==> config.mk <==
export PLATFORM = sky130hd
export DESIGN_NAME = modular_inverse_ext_euclid
export DESIGN_NICKNAME = d
export VERILOG_FILES = /design/src/hw/rtl/mie_pkg.sv /design/src/hw/rtl/mie_divstep.sv /design/src/hw/rtl/modular_inverse_ext_euclid.sv
export SDC_FILE = /design/constraint.sdc
export NUM_CORES = 1
export LEC_CHECK = 0
export BUFFER_PORTS_ARGS = -buffer_cell sky130_fd_sc_hd__buf_2
export CELL_PAD_IN_SITES_DETAIL_PLACEMENT = 0
export CELL_PAD_IN_SITES_GLOBAL_PLACEMENT = 1
export CORE_MARGIN = 1.5
export CORE_UTILIZATION = 43
export DETAILED_ROUTE_END_ITERATION = 10
export PLACE_DENSITY_LB_ADDON = 0.1
export SLEW_MARGIN = 40
export SYNTH_ARGS = -nofsm -noshare
export SYNTH_HDL_FRONTEND = slang
export SYNTH_SLANG_ARGS = --single-unit
==> constraint.sdc <==
create_clock -name clk_i -period 4.8 [get_ports clk_i]
set_input_delay 0.48 -clock clk_i [delete_from_list [all_inputs] [get_ports clk_i]]
set_output_delay 0.48 -clock clk_i [all_outputs]
set_load 0.03 [all_outputs]
==> src/hw/rtl/mie_pkg.sv <==
// Package for the extended Euclidean modular inverse block.
// Holds the default operand width; no dependencies.
package mie_pkg;
  localparam int unsigned Width = 32;
endpackage

==> src/hw/rtl/mie_divstep.sv <==
// Bit-serial shift-subtract divider with an MSB-first multiply-accumulate of the quotient.
// Depends on mie_pkg for the default width.
module mie_divstep #(
  parameter int unsigned WIDTH = mie_pkg::Width
) (
  input  logic             clk_i,
  input  logic             rst_ni,
  input  logic             start_i,
  input  logic             step_i,
  input  logic [WIDTH-1:0] dividend_i,
  input  logic [WIDTH-1:0] divisor_i,
  input  logic [WIDTH-1:0] coef_i,
  output logic [WIDTH-1:0] rem_o,
  output logic [WIDTH-1:0] acc_o
);
  logic [WIDTH-1:0] rem_q, rem_d, num_q, num_d, acc_q, acc_d;
  logic [WIDTH:0]   trial;
  logic [WIDTH:0]   diff;
  logic             qbit;

  always_comb begin
    trial = {rem_q, num_q[WIDTH-1]};
    diff  = trial - {1'b0, divisor_i};
    qbit  = (trial >= {1'b0, divisor_i});
    rem_d = rem_q;
    num_d = num_q;
    acc_d = acc_q;
    if (start_i) begin
      rem_d = '0;
      num_d = dividend_i;
      acc_d = '0;
    end else if (step_i) begin
      // The partial remainder stays below the divisor, so the difference fits WIDTH bits.
      rem_d = qbit ? diff[WIDTH-1:0] : trial[WIDTH-1:0];
      num_d = {num_q[WIDTH-2:0], 1'b0};
      acc_d = {acc_q[WIDTH-2:0], 1'b0} + (qbit ? coef_i : '0);
    end
  end

  always_ff @(posedge clk_i or negedge rst_ni) begin
    if (!rst_ni) begin
      rem_q <= '0;
      num_q <= '0;
      acc_q <= '0;
    end else begin
      rem_q <= rem_d;
      num_q <= num_d;
      acc_q <= acc_d;
    end
  end

  assign rem_o = rem_q;
  assign acc_o = acc_q;
endmodule

==> src/hw/rtl/modular_inverse_ext_euclid.sv <==
// Channel  | Signals                                   | Direction
// input    | in_valid_i, in_ready_o, value_i, modulus_i | word in
// output   | out_valid_o, out_ready_i, inverse_o, gcd_o | word out
// Each Euclid step tests for a zero remainder, runs the bit-serial divider, then
// updates remainders and coefficients.
// The block takes one word at a time; a finished word waits in the output register
// while the next input word is accepted. Reset is asynchronous and clears all control.
// Depends on mie_pkg and mie_divstep.
module modular_inverse_ext_euclid #(
  parameter int unsigned WIDTH = mie_pkg::Width
) (
  input  logic             clk_i,
  input  logic             rst_ni,
  input  logic             in_valid_i,
  output logic             in_ready_o,
  input  logic [WIDTH-1:0] value_i,
  input  logic [WIDTH-1:0] modulus_i,
  output logic             out_valid_o,
  input  logic             out_ready_i,
  output logic [WIDTH-1:0] inverse_o,
  output logic [WIDTH-1:0] gcd_o
);
  localparam int unsigned CntW = (WIDTH > 1) ? $clog2(WIDTH) : 1;

  typedef enum logic [2:0] {StIdle, StCheck, StDiv, StUpd, StDone} state_e;

  state_e           state_q;
  logic [CntW-1:0]  cnt_q;
  logic [WIDTH-1:0] rem_prev_q, rem_cur_q, coef_prev_q, coef_cur_q, modulus_q;
  logic             prev_neg_q;
  logic             out_valid_q;
  logic [WIDTH-1:0] inverse_q, gcd_q;
  logic [WIDTH-1:0] div_rem, div_acc;
  logic             div_start, div_step;

  assign div_start = (state_q == StCheck);
  assign div_step  = (state_q == StDiv);

  mie_divstep #(.WIDTH(WIDTH)) u_divstep (
    .clk_i      (clk_i),
    .rst_ni     (rst_ni),
    .start_i    (div_start),
    .step_i     (div_step),
    .dividend_i (rem_prev_q),
    .divisor_i  (rem_cur_q),
    .coef_i     (coef_cur_q),
    .rem_o      (div_rem),
    .acc_o      (div_acc)
  );

  always_ff @(posedge clk_i or negedge rst_ni) begin
    if (!rst_ni) begin
      state_q     <= StIdle;
      cnt_q       <= '0;
      rem_prev_q  <= '0;
      rem_cur_q   <= '0;
      coef_prev_q <= '0;
      coef_cur_q  <= '0;
      modulus_q   <= '0;
      prev_neg_q  <= 1'b0;
      out_valid_q <= 1'b0;
      inverse_q   <= '0;
      gcd_q       <= '0;
    end else begin
      // In the done state a taken word is replaced by the new one below.
      if (out_valid_q && out_ready_i && state_q != StDone) begin
        out_valid_q <= 1'b0;
      end
      case (state_q)
        StIdle: begin
          if (in_valid_i) begin
            modulus_q <= modulus_i;
            if (value_i > modulus_i) begin
              rem_prev_q  <= value_i;
              rem_cur_q   <= modulus_i;
              coef_prev_q <= {{(WIDTH-1){1'b0}}, 1'b1};
              coef_cur_q  <= '0;
              prev_neg_q  <= 1'b0;
            end else begin
              rem_prev_q  <= modulus_i;
              rem_cur_q   <= value_i;
              coef_prev_q <= '0;
              coef_cur_q  <= {{(WIDTH-1){1'b0}}, 1'b1};
              prev_neg_q  <= 1'b1;
            end
            state_q <= StCheck;
          end
        end
        StCheck: begin
          cnt_q   <= '0;
          state_q <= (rem_cur_q == '0) ? StDone : StDiv;
        end
        StDiv: begin
          cnt_q <= cnt_q + 1'b1;
          if (cnt_q == CntW'(WIDTH - 1)) begin
            state_q <= StUpd;
          end
        end
        StUpd: begin
          // Signs alternate, so the coefficient magnitudes only ever add.
          rem_prev_q  <= rem_cur_q;
          rem_cur_q   <= div_rem;
          coef_prev_q <= coef_cur_q;
          coef_cur_q  <= div_acc + coef_prev_q;
          prev_neg_q  <= !prev_neg_q;
          state_q     <= StCheck;
        end
        StDone: begin
          if (!out_valid_q || out_ready_i) begin
            inverse_q   <= (prev_neg_q && coef_prev_q != '0) ? modulus_q - coef_prev_q
                                                             : coef_prev_q;
            gcd_q       <= rem_prev_q;
            out_valid_q <= 1'b1;
            state_q     <= StIdle;
          end
        end
        default: state_q <= StIdle;
      endcase
    end
  end

  assign in_ready_o  = (state_q == StIdle);
  assign out_valid_o = out_valid_q;
  assign inverse_o   = inverse_q;
  assign gcd_o       = gcd_q;
endmodule

==> flow_metrics.env <==
export IMPL_rsz0062_at_grt="yes"
export IMPL_clk_pin_slew_ns=0.06
export IMPL_fin_hold_ws_ns=0.219
export IMPL_ys_seq_area_share_pct=39.0
export IMPL_synth_seq_cells=330
export IMPL_power_density_nw_per_um2=731
export IMPL_setup_tns_ns=-0.634
export IMPL_gr_total_overflow=0
export IMPL_hp_class="primary input to register"
export IMPL_synth_enable_flop_cells=0
export IMPL_io_buffer_count=133
export IMPL_area_growth_pct=22.0
export IMPL_hpwl_mm=52.4
export IMPL_slew_violations=0
export IMPL_ys_types=80
export IMPL_timing_final_crit_share_pct=104
export IMPL_clock_sinks=330
export IMPL_r2r_setup_slack_ns=-0.20
export IMPL_firstDrtPassIters=5
export IMPL_gp_congestion=0.966
export IMPL_cp_max_fo=3
export IMPL_grt_pass1_wl_mm=109
export IMPL_period_needed_ns=5.00
export IMPL_netlist_area_um2=21200
export IMPL_clkPwrFrac_pct=17.7
export IMPL_cp_end_kind="register"
export IMPL_post_place_cells=3333
export IMPL_critical_path_top_delay_family="compound AO/OA/AOI/OAI gates"
export IMPL_nFillCells=4606
export IMPL_clock_fmax_mhz=200
export IMPL_cts_root_buf="clkbuf_16"
export IMPL_nets=2960
export IMPL_core_area_um2=48700
export IMPL_drtAntennaViolNets=0
export IMPL_drive_gt1_share_pct=18.4
export IMPL_yosys_warnings=0
export IMPL_path_class="register to register"
export IMPL_synth_area_per_cell_um2=8.60
export IMPL_fp_dieW_um=225
export IMPL_die_h_um=225
export IMPL_drtIter0Drc=1079
export IMPL_p_int_w=0.0103
export IMPL_place_ws_ns=-0.633
export IMPL_grt_pass1_vias=19000
export IMPL_whs_path_depth=3
export IMPL_finalWirelength_mm=70.9
export IMPL_syn_nets=2693
export IMPL_viasPerCell=5.63
export IMPL_status="complete, but fails checks"
export IMPL_timing_rr_end="u_divstep.acc_o[31]"
export IMPL_p_leak_nw=12.3
export IMPL_p_sw_share_pct=45.2
export IMPL_via_count=19300
export IMPL_drv_cap=0
export IMPL_cts_buffer_depth=3
export IMPL_grt_max_degree=94
export IMPL_rows=81
export IMPL_violations="negative setup slack"
export IMPL_initial_core_util_pct=43.5
export IMPL_finalHoldViolCount=0
export IMPL_pwr_share_comb_pct=57.4
export IMPL_worst_slack_ns=-0.198
export IMPL_tightest_slew_ns=0.821
export IMPL_ff2ff_path_depth=23
export IMPL_slowest_delay_ns=0.39
export IMPL_ir_drop_v=0.000443
export IMPL_switching_power_w=0.00854
export IMPL_numCtsBuffers=41
export IMPL_r2r_start="rem_cur_q[1]"
export IMPL_critical_path_required_ns=5.30
export IMPL_critPathBufInv=2
export IMPL_ys_flop_type="dfrtp_1"
export IMPL_syn_inst=2463
export IMPL_htreeDepth=2
export IMPL_synth_async_sr_flop_share_pct=100
export IMPL_avgRoutedWirePerCell_um=20.7
export IMPL_dieArea_um2=50600
export IMPL_worstPathCellList="inv_2 > ha_4 > nor2b_4 > o31a_1 > o221a_1 > nor2_4 > o21bai_4 > a211oi_4 > o21ai_4 > and2_4 > ha_4 > fa_2 > a211oi_4 > o21ai_2 > and4_1 > o211ai_1 > buf_4 > a21oi_4 > o311ai_4 > nand2_1 > a31oi_1 > xnor3_1 > o21ai_1"
export IMPL_track_usage_pct=28.1
export IMPL_cp_arrival_ns=5.49
export IMPL_antenna_found_initial=5
export IMPL_start_kind="register"
export IMPL_cts_tree="built"
export IMPL_seqPwrFrac_pct=24.9
export IMPL_setup_violations=7
export IMPL_finalNonFillerCells=3429
export IMPL_hp_start="modulus_i[11]"
export IMPL_crit_slowest_cell="dfrtp_1"
export IMPL_min_to="rem_prev_q[11]"
export IMPL_io_pins=134
export IMPL_clock_skew_ns=0.0165
export IMPL_drc=0
export IMPL_clkLatencyLatePin_ns=0.58
export IMPL_max_slew_margin_pct=44.9
cells in the final DEF (no fill, tap or decap), types with 24 or more instances in the layout:
| cell type | n |
|---|---|
| nand2_1 | 388 |
| dfrtp_1 | 330 |
| o21ai_0 | 225 |
| buf_4 | 204 |
| a21oi_1 | 176 |
| ha_1 | 142 |
| buf_2 | 132 |
| inv_1 | 119 |
| nor2_1 | 110 |
| mux2i_1 | 83 |
| a21o_1 | 75 |
| o21ai_1 | 54 |
| xnor2_1 | 54 |
| nor3_1 | 53 |
| a31oi_1 | 48 |
| xor2_1 | 47 |
| nand3_1 | 46 |
| clkbuf_16 | 43 |
| and3_1 | 40 |
| o31ai_1 | 34 |
| and2_1 | 27 |
| nand4_1 | 24 |
worst max path at each step:
stage	to	depth (start not counted)	from
finish	u_divstep.acc_o[31]	23	rem_cur_q[1]
global route	u_divstep.acc_o[31]	23	rem_cur_q[18]
CTS	u_divstep.acc_o[31]	23	rem_cur_q[1]
detailed placement	u_divstep.acc_o[31]	23	rem_cur_q[18]
global placement	u_divstep.acc_o[31]	23	rem_cur_q[18]
floorplan	u_divstep.acc_o[17]	24	rem_cur_q[18]
worst reg2reg max path, cell delays in order (launching register included):
cell and delay (ns):
dfrtp_1 0.39, inv_2 0.08, ha_4 0.20, nor2b_4 0.12, o31a_1 0.32, o221a_1 0.28, nor2_4 0.21, o21bai_4 0.11
a211oi_4 0.29, o21ai_4 0.14, and2_4 0.22, ha_4 0.16, fa_2 0.39, a211oi_4 0.24, o21ai_2 0.09, and4_1 0.18
o211ai_1 0.26, buf_4 0.18, a21oi_4 0.06, o311ai_4 0.33, nand2_1 0.12, a31oi_1 0.20, xnor3_1 0.23, o21ai_1 0.12
power groups by stage:
stage	sequential, W	combinational (W)	clock, W
finish	0.00471	0.0108	0.00333
detailed placement	0.00472	0.0104	0
global route	0.00480	0.0120	0.00350
CTS	0.00470	0.0107	0.00341
floorplan	0.00430	0.00710	0
global placement	0.00471	0.0102	0
synthesized netlist by cell type (5+ instances only):
library cell	instances	area, um2
nand2_1	391	1470
xnor2_1	55	482
ha_1	158	1980
a221o_1	6	60.1
nor2b_1	12	75.1
dfrtp_1	330	8260
a22o_1	10	87.6
a211oi_1	11	82.6
or3_1	9	56.3
nand3_1	48	240
mux2i_1	83	831
o31a_1	6	52.6
nor2_1	114	428
clkbuf_1	110	413
and3_1	43	269
a31oi_1	48	300
a21oi_1	184	921
o21ai_0	233	1170
xor2_1	47	412
o21ai_1	52	260
nor4_1	20	125
o31ai_1	34	255
o21a_1	20	150
o21bai_1	13	97.6
buf_4	6	45.0
nor3_1	53	265
o211ai_1	7	52.6
nand4_1	24	150
a21boi_0	5	37.5
and4_1	5	43.8
inv_1	122	458
nand2b_1	11	68.8
and2_1	39	244
a21o_1	75	563
cell type report:
| type | instances | area, um2 | share of cell area [%] |
|---|---|---|---|
| Antenna cell | 3 | 7.51 | 0.0291 |
| Clock buffer | 55 | 1160 | 4.49 |
| Clock inverter | 20 | 268 | 1.04 |
| Inverter | 122 | 458 | 1.77 |
| Multi-Input combinational cell | 1884 | 12400 | 48.1 |
| Sequential cell | 330 | 8260 | 32.0 |
| Tap cell | 664 | 831 | 3.22 |
| Timing Repair Buffer | 351 | 2430 | 9.39 |
metrics by stage:
step                total power [W]  instance area, um2  util [%]
global route                 0.0203               25800      53.0
finish                       0.0189               25800      53.0
global placement             0.0149               23800      48.8
detailed placement           0.0151               23900      48.9
CTS                          0.0188               25500      52.4
floorplan                    0.0114               21200         -
cell families after synthesis:
logic type,Yosys count,share of synthesized area (%)
compound gates,755,21.8
xor+xnor,103,4.32
fa+ha+maj,162,9.71
buf+inv,250,4.67
flops,330,39.0
mux,84,3.97
simple gates,779,16.6
layer usage:
layer | GRT usage, % | part of all wire (%)
met3 | 3.52 | 4.1
met2 | 49.5 | 50
met1 | 35.6 | 43
met5 | 0 | 0.016
met4 | 9.01 | 2.8
sequential cells by signal, indices dropped and copies added (netlist names), 3 cells and up:
name / count
gcd_o: 32
u_divstep.rem_o: 32
rem_cur_q: 32
state_q: 3
cnt_q: 5
u_divstep.num_q: 32
u_divstep.acc_o: 32
rem_prev_q: 32
modulus_q: 32
coef_prev_q: 32
coef_cur_q: 32
inverse_o: 32
timing repair:
item | CTS | global route
buffers inserted | 7 | 9
pin swaps | 24 | 19
hold buffers | 1 | 0
endpoints found under the hold margin | 78 | 0
endpoints found under the setup margin | 15 | 14
cloned | 1 | 0
gates resized for setup | 34 | 38
No activity file was read; power rests on OpenSTA's default activity.
